--- src/design/spk_pkg.sv ---
// Shared constants and types for the spectral peak picker.
// No dependencies; every other file imports this package.
`timescale 1ns / 1ps
`default_nettype none

package spk_pkg;

	localparam int LEVEL_W  = 24;
	localparam int FRAME_W  = 24;
	localparam int FRAC_W   = 16;
	localparam int BAND_W   = 6;
	localparam int THR_W    = LEVEL_W + FRAC_W;

	localparam logic [FRAC_W-1:0] FRAC_RESET = 16'd19661;

	localparam int DEF_MAX_BANDS = 64;
	localparam int DEF_MAX_PEAKS = 10;

	// scan -> selector frame handoff
	typedef struct packed {
		logic               start;
		logic [FRAME_W-1:0] frame;
	} spk_start_t;

endpackage

`default_nettype wire

--- src/design/spk_ram.sv ---
// Simple dual-port synchronous RAM, one write and one registered read port.
// Depends on nothing but the shared package import convention.
`timescale 1ns / 1ps
`default_nettype none

module spk_ram import spk_pkg::*; #(
	parameter int WIDTH = LEVEL_W,
	parameter int DEPTH = DEF_MAX_BANDS,
	localparam int AW   = $clog2(DEPTH)
) (
	input  wire logic             clk,
	input  wire logic             we,
	input  wire logic [AW-1:0]    waddr,
	input  wire logic [WIDTH-1:0] wdata,
	input  wire logic             re,
	input  wire logic [AW-1:0]    raddr,
	output      logic [WIDTH-1:0] rdata
);

	logic [WIDTH-1:0] mem [DEPTH];

	always_ff @(posedge clk) begin
		if (we) begin
			mem[waddr] <= wdata;
		end
	end

	always_ff @(posedge clk) begin
		if (re) begin
			rdata <= mem[raddr];
		end
	end

endmodule

`default_nettype wire

--- config.mk ---
export PLATFORM = sky130hd
export DESIGN_NAME = spk_ram
export DESIGN_NICKNAME = d
export VERILOG_FILES = /design/src/design/spk_pkg.sv /design/src/design/spk_ram.sv
export SDC_FILE = /design/constraint.sdc
export NUM_CORES = 1
export LEC_CHECK = 0
export BUFFER_PORTS_ARGS = -buffer_cell sky130_fd_sc_hd__buf_2
export CORE_MARGIN = 10
export CORE_UTILIZATION = 60
export DETAILED_ROUTE_END_ITERATION = 12
export PLACE_DENSITY = 0.76
export SYNTH_ARGS = -nofsm -noshare
export SYNTH_HDL_FRONTEND = slang
export SYNTH_SLANG_ARGS = --single-unit
--- constraint.sdc ---
create_clock -name clk -period 6.31 [get_ports clk]
set_input_delay 1.262 -clock clk [delete_from_list [all_inputs] [get_ports clk]]
set_output_delay 1.262 -clock clk [all_outputs]
set_load 0.02 [all_outputs]
Yosys cells after proc, flatten, opt, wreduce, memory -nomap -nowiden
Memories as Yosys holds them, arrays and structs flattened. A register that Yosys moved wholly into a read port is not among the register bits.
Index checks and enable logic that the tools add are counted.
{"block": "totals", "register_bits": 0, "latch_bits": 0, "mem_bits_rw": 1536, "romBits": 0, "in_bits": 39, "output_inout_bits": 24, "word_cells": 3, "n_memories": 1}
{"name": "mem", "words": 64, "width": 24, "rd": 1, "rd_ports_with_merged_regs": 1, "write_ports": 1, "line_no": "spk_ram.sv:20", "source": "logic [WIDTH-1:0] mem [DEPTH];"}
{"block": "classes", "addsub": 0, "mul": 0, "div": 0, "magnitude_cmp": 0, "eq_ne": 0, "shift": 0, "muxes": 2, "bitwise": 0, "n_reduce_logical": 0}
{"cell": "$mux W1", "count": 2}

Logic depth before layout (Yosys ltp)
Gate-level depths: netlist of run 1.
{"block": "depth", "depth_word": 2, "ltp_mapped": 9, "depth_no_buf": 5}

Worst setup path after synthesis of run 1
No wires, ideal clock.
{"block": "synth_path", "path_type": "input -> register", "from": "input waddr[3]", "to": "memory mem[48][0] in the netlist's numbering, enable pin", "setup_time_ns": 0.435, "arrival_time_ns": 3.424, "required_ns": 5.875, "setup_slack_ns": 2.451, "path_stages": 4, "path_buffers": 1, "cell_sequence": "clkbuf_1 nor2b_1 nand4b_1 nor3_1"}
{"element": "from (decl)", "line_no": "spk_ram.sv:13", "source": "input wire logic [AW-1:0] waddr,"}
{"element": "to (decl)", "line_no": "spk_ram.sv:20"}
No word-level cell before the write port.

==> results.sh, run 1 <==
export IMPL_route_detailed_drc=0
export IMPL_seq_power_share_pct=54.7
export IMPL_drt_pass1_iterations=7
export IMPL_yosysUniqueCellTypes=39
export IMPL_hold_viol_final=0
export IMPL_drtIter0Drc=3847
export IMPL_post_cts_buffers=0
export IMPL_num_vias=28900
export IMPL_synth_top_family_by_area="multiplexers"
export IMPL_place_ws_ns=1.76
export IMPL_ir_drop_mv=0.278
export IMPL_cts_tree="done"
export IMPL_syn2layout_area_growth_pct=11.5
export IMPL_power_switching_share_pct=20.9
export IMPL_routed_wl_mm=144
export IMPL_synth_xor_area_share_pct=0
export IMPL_min_delay_start="mem[57][22]"
export IMPL_r2r_setup_slack_ns=3.93
export IMPL_drive_gt1_share_pct=29.1
export IMPL_finalSetupViolCount=0
export IMPL_min_to="rdata[22]"
export IMPL_grt_pass1_vias=29400
export IMPL_reg2regPathDepth=5
export IMPL_clock_skew_ns=0.0324
export IMPL_period_minus_slack_ns=3.91
export IMPL_critPathSlowestCell="and2b_1"
export IMPL_cts_root_buf="clkbuf_16"
export IMPL_crit_type="input pin to register"
export IMPL_relSlewSlack_pct=12.0
export IMPL_ant_nets=0
export IMPL_syn_inst=2610
export IMPL_fin_ws_ns=2.40
export IMPL_start_util_pct=60.5
export IMPL_syn_num_nets=2649
export IMPL_die_area_sq_um=112000
export IMPL_rr_startpoint="mem[51][14]"
export IMPL_r2r_end="rdata[14]"
export IMPL_synthMuxAreaShare_pct=16.0
export IMPL_rsz0062_at_grt="no"
export IMPL_grt_max_degree=93
export IMPL_power_frac_clock_pct=40.6
export IMPL_hold_depth=4
export IMPL_stdcell_count=4182
export IMPL_required_ns=6.80
export IMPL_synth_seq_cells=1560
export IMPL_synth_area_leaders="edfxtp_1 79%, mux4_2 13%, mux2i_1 1.6%"
export IMPL_wl_per_cell_um=34.4
export IMPL_async_flop_share_pct=0
export IMPL_path_max_fanout=69
export IMPL_rows=115
export IMPL_dieWidth_um=335
export IMPL_place_hpwl_mm=80.5
export IMPL_synthSimpleGateAreaFrac_pct=1.55
export IMPL_crit_buf_inv=2
export IMPL_post_synth_top_area_cell="edfxtp_1"
export IMPL_die_h_um=335
export IMPL_power_leakage_nw=20.8
export IMPL_synthAdderAreaFrac_pct=0
export IMPL_cp_top_family="compound AO/OA/AOI/OAI gates"
export IMPL_cts_hold_buf=0
export IMPL_ys_seq_area_share_pct=78.7
export IMPL_synth_compound_area_share_pct=2.43
export IMPL_cts_buffers=151
export IMPL_timing_hold_ws_ns=0.942
export IMPL_core_area_sq_um=98400
export IMPL_port_buffers=62
export IMPL_crit_path_cell_trace="buf_8 -> buf_4 -> and2b_1 -> a22oi_1 -> a221oi_1 -> a31oi_1 -> o21a_1"
export IMPL_cap_violations=0
export IMPL_yosysWarnings=0
export IMPL_outcome="finished, final reports clean"
export IMPL_comb_power_share_pct=4.8
export IMPL_synth_top_area_share_pct=78.7
export IMPL_hp_class="register to register"
export IMPL_synth_area_sq_um=59500
export IMPL_placed_cells=3903
export IMPL_worstSetupStartpointType="input pin"
export IMPL_critPathArrivalTime_ns=4.40
export IMPL_antenna_found_initial=9
export IMPL_pwr_density_cell_nw_per_um2=318
export IMPL_clk_pin_slew_ns=0.06
export IMPL_intPower_mw=16.7
export IMPL_cts_resized=0
export IMPL_grt_pass1_wl_mm=209
export IMPL_power_net_switching_mw=4.42
export IMPL_synth_flop_cell="edfxtp_1"
export IMPL_synth_area_per_cell_sq_um=22.8
export IMPL_io_pins=63
export IMPL_clk_latency_ns=0.76
export IMPL_ctsLongestPathBuffers=3
export IMPL_worst_setup_path_end_kind="register"
export IMPL_max_freq_ghz=0.256
export IMPL_cpPeakStageDelay_ns=0.62
export IMPL_layout_nets=2808
export IMPL_tightest_slew_ns=1.32
export IMPL_vias_per_cell=6.91
export IMPL_grt_usage_pct=26.0
export IMPL_cts_sinks=1560
export IMPL_htreeDepth=4
export IMPL_place_gp_congestion=0.840
export IMPL_grt_ovfl_total=0
export IMPL_drv_slew=0
export IMPL_post_route_period_util_pct=61.9
export IMPL_tns_ns=0
export IMPL_synth_edf_count=1560
area by class of cell:
cell class | instances | area, sq um
antenna | 4 | 10.0
clock buffer | 184 | 3990
clock inverter | 91 | 699
fill | 5892 | 32100
inverter | 2 | 7.51
multi-input combinational | 906 | 12100
sequential | 1560 | 46800
tap | 1287 | 1610
timing repair buffer | 148 | 1100
stage by stage:
stage,total power [mW],area (sq um),util [%]
3_3_place_gp,12.7,61700,62.6
2_1_floorplan,12.3,59500,-
3_5_place_dp,12.8,61700,62.6
4_1_cts,21.2,66300,67.4
6_report,21.1,66400,67.4
5_1_grt,21.7,66300,67.4
registers in the layout (all words and copies together) (netlist names):
signal,flops
mem,1536
rdata,24
synth_stat cells (all sizes together), types with 16 or more instances:
cell type / count
mux2: 53
mux2i: 95
a21oi: 22
o21ai: 18
and3: 16
o22ai: 53
edfxtp: 1560
clkbuf: 45
a22oi: 29
nand2: 36
a221oi: 52
nor2: 80
buf: 97
mux4: 355
nand3: 20
logic make-up after synthesis:
logic type,Yosys count
muxes,503
and+or+nand+nor,196
buffers and inverters,144
DFF,1560
AOI/OAI and AO/OA,207
power groups by stage:
stage / combinational [mW] / clock [mW] / sequential (mW)
6_report: 1.01 / 8.57 / 11.5
4_1_cts: 1.01 / 8.65 / 11.5
3_5_place_dp: 1.00 / 0 / 11.8
3_3_place_gp: 0.971 / 0 / 11.8
2_1_floorplan: 0.567 / 0 / 11.7
5_1_grt: 1.06 / 9.06 / 11.5
worst min-delay path, stage by stage (launching register included):
cell	delay, ns
edfxtp_1	0.32
mux4_2	0.23
o21ai_0	0.07
o211ai_1	0.07
and3_1	0.14
layout by cell type, fill, tap and decap left out, types with 16 or more instances in the layout:
cell type / count
a221oi_1: 52
nor2_2: 62
nor2_1: 16
mux4_2: 355
mux2_2: 53
nand3_1: 20
nand2_1: 36
buf_2: 58
o22ai_1: 53
mux2i_1: 95
buf_4: 78
clkbuf_16: 155
edfxtp_1: 1560
clkbuf_1: 29
and3_1: 16
a22oi_1: 29
a21oi_1: 22
clkinv_2: 32
clkinv_1: 35
metal layers:
layer,global-route usage (%),share of wire (%)
met1,35.1,36
met2,40.6,48
met3,7.03,12
met4,9.92,3.7
met5,0,0.15
worst max-delay path by stage:
stage | end | startpoint | cells past startpoint
after floorplan | mem[48][0] | waddr[3] | 4
after global placement | rdata[14] | raddr[0] | 7
after detailed placement | rdata[14] | raddr[0] | 7
after CTS | rdata[14] | raddr[0] | 7
after global routing | rdata[14] | raddr[0] | 7
final | rdata[14] | raddr[0] | 7
Note: power is estimated with default switching activity, not from simulation.
==> inputs of run 2 (changes only) <==
- clock period: 6.31 -> 3.8 ns (I/O delays scaled with it)
==> results.sh, run 2 (synthesis gave the netlist of run 1 again) <==
export IMPL_hold_viol_final=0
export IMPL_wl_per_cell_um=34.7
export IMPL_cap_violations=0
export IMPL_dieWidth_um=335
export IMPL_port_buffers=62
export IMPL_io_pins=63
export IMPL_timing_hold_ws_ns=0.682
export IMPL_cts_buffers=149
export IMPL_nFillCells=5793
export IMPL_drive_gt1_share_pct=30.2
export IMPL_grt_max_degree=66
export IMPL_core_area_sq_um=98400
export IMPL_stdcell_count=4232
export IMPL_worst_setup_path_end_kind="register"
export IMPL_comb_power_share_pct=4.9
export IMPL_clk_latency_ns=0.75
export IMPL_intPower_mw=28.0
export IMPL_power_net_switching_mw=7.39
export IMPL_layout_common_cells="1560 x edfxtp_1, 355 x mux4_2, 152 x clkbuf_16"
export IMPL_layout_nets=2864
export IMPL_max_freq_ghz=0.319
export IMPL_ir_drop_mv=0.496
export IMPL_required_ns=4.40
export IMPL_power_frac_clock_pct=41.0
export IMPL_seq_power_share_pct=54.1
export IMPL_post_route_period_util_pct=82.5
export IMPL_period_minus_slack_ns=3.13
export IMPL_pwr_density_cell_nw_per_um2=528
export IMPL_ant_nets=0
export IMPL_tightest_slew_ns=1.30
export IMPL_outcome="finished, final reports clean"
export IMPL_r2r_setup_slack_ns=1.50
export IMPL_clock_skew_ns=0.0392
export IMPL_grt_pass1_vias=30000
export IMPL_rows=115
export IMPL_routed_wl_mm=147
export IMPL_power_leakage_nw=21.2
export IMPL_crit_type="input pin to register"
export IMPL_multiInputGateArea_sq_um=12100
export IMPL_finalSetupViolCount=0
export IMPL_cts_hold_buf=0
export IMPL_largest_reg_flops=1536
export IMPL_num_vias=29400
export IMPL_tns_ns=0
export IMPL_place_gp_congestion=0.856
export IMPL_placed_cells=3961
export IMPL_grt_usage_pct=26.4
export IMPL_power_switching_share_pct=20.9
export IMPL_post_cts_buffers=0
export IMPL_ctsLongestPathBuffers=3
export IMPL_drv_slew=0
export IMPL_seqCellArea_sq_um=46800
export IMPL_vias_per_cell=6.96
export IMPL_cts_sinks=1560
export IMPL_grt_ovfl_total=0
export IMPL_cts_tree="done"
export IMPL_path_max_fanout=65
export IMPL_start_util_pct=60.5
export IMPL_cts_resized=0
export IMPL_cts_root_buf="clkbuf_16"
export IMPL_clk_pin_slew_ns=0.07
export IMPL_route_detailed_drc=0
export IMPL_grt_pass1_wl_mm=213
export IMPL_drt_pass1_iterations=7
export IMPL_regMostFlops="mem"
export IMPL_die_h_um=335
export IMPL_htreeDepth=4
export IMPL_antenna_found_initial=11
export IMPL_die_area_sq_um=112000
export IMPL_worstSetupStartpointType="input pin"
export IMPL_critPathArrivalTime_ns=3.74
export IMPL_drtIter0Drc=4000
export IMPL_final_common_cell="edfxtp_1"
export IMPL_rsz0062_at_grt="no"
export IMPL_reg_largest_list="mem x1536, rdata x24"
export IMPL_hp_class="input pin to register"
export IMPL_place_hpwl_mm=81.3
export IMPL_syn2layout_area_growth_pct=12.5
export IMPL_relSlewSlack_pct=13.5
## run 2: cell types whose count changed in the layout (fill, tap and decap cells not counted), sizes merged
cell	previous run	this run
buf	147	205
clkinv	74	65
bufinv	8	14
clkbuf	185	179
diode	4	6
inv	9	8
## run 2: final timing paths
check,start,to,cells past startpoint
worst max register to register,mem[50][7],rdata[7],5
worst min register to register,mem[36][20],rdata[20],4
worst min-delay path,waddr[1],mem[50][17],3
worst max-delay path,raddr[2],rdata[4],8
## run 2: layer usage
layer	global-route usage, %	part of all wire, %
met2	41.3	48
met4	11.9	4.6
met3	6.22	12
met1	35.6	35
met5	0	0.050
## run 2: cell type report
class	instances	share of cell area (%)
Tap cell	1287	2.40
Clock buffer	178	5.82
Timing Repair Buffer	206	2.53
Inverter	2	0.0112
Sequential cell	1560	69.9
Multi-Input combinational cell	906	18.0
Clock inverter	87	1.25
Antenna cell	6	0.0224
## run 2: per-stage QoR
step | area, sq um | setup slack [ns] | total power, mW | utilization [%]
2_1_floorplan | 59500 | 0.443 | 20.5 | -
3_3_place_gp | 62200 | 0.0876 | 21.2 | 63.2
3_5_place_dp | 62200 | 0.0444 | 21.2 | 63.2
4_1_cts | 67000 | 0.798 | 35.5 | 68.1
5_1_grt | 67000 | 0.731 | 36.3 | 68.1
6_report | 67000 | 0.667 | 35.4 | 68.1
## run 2: power groups by stage
stage          sequential (mW)  clock (mW)  combinational, mW
5_1_grt                   19.2        15.3               1.81
3_5_place_dp              19.5           0               1.70
4_1_cts                   19.2        14.6               1.73
6_report                  19.2        14.5               1.73
3_3_place_gp              19.5           0               1.65
2_1_floorplan             19.5           0              0.941
## run 2: worst max-delay path, stage by stage
cell	delay (ns)
buf_8	0.41
buf_12	0.31
buf_12	0.31
mux4_2	0.28
mux2_2	0.17
o22ai_1	0.09
a221oi_1	1.03
o21a_1	0.20
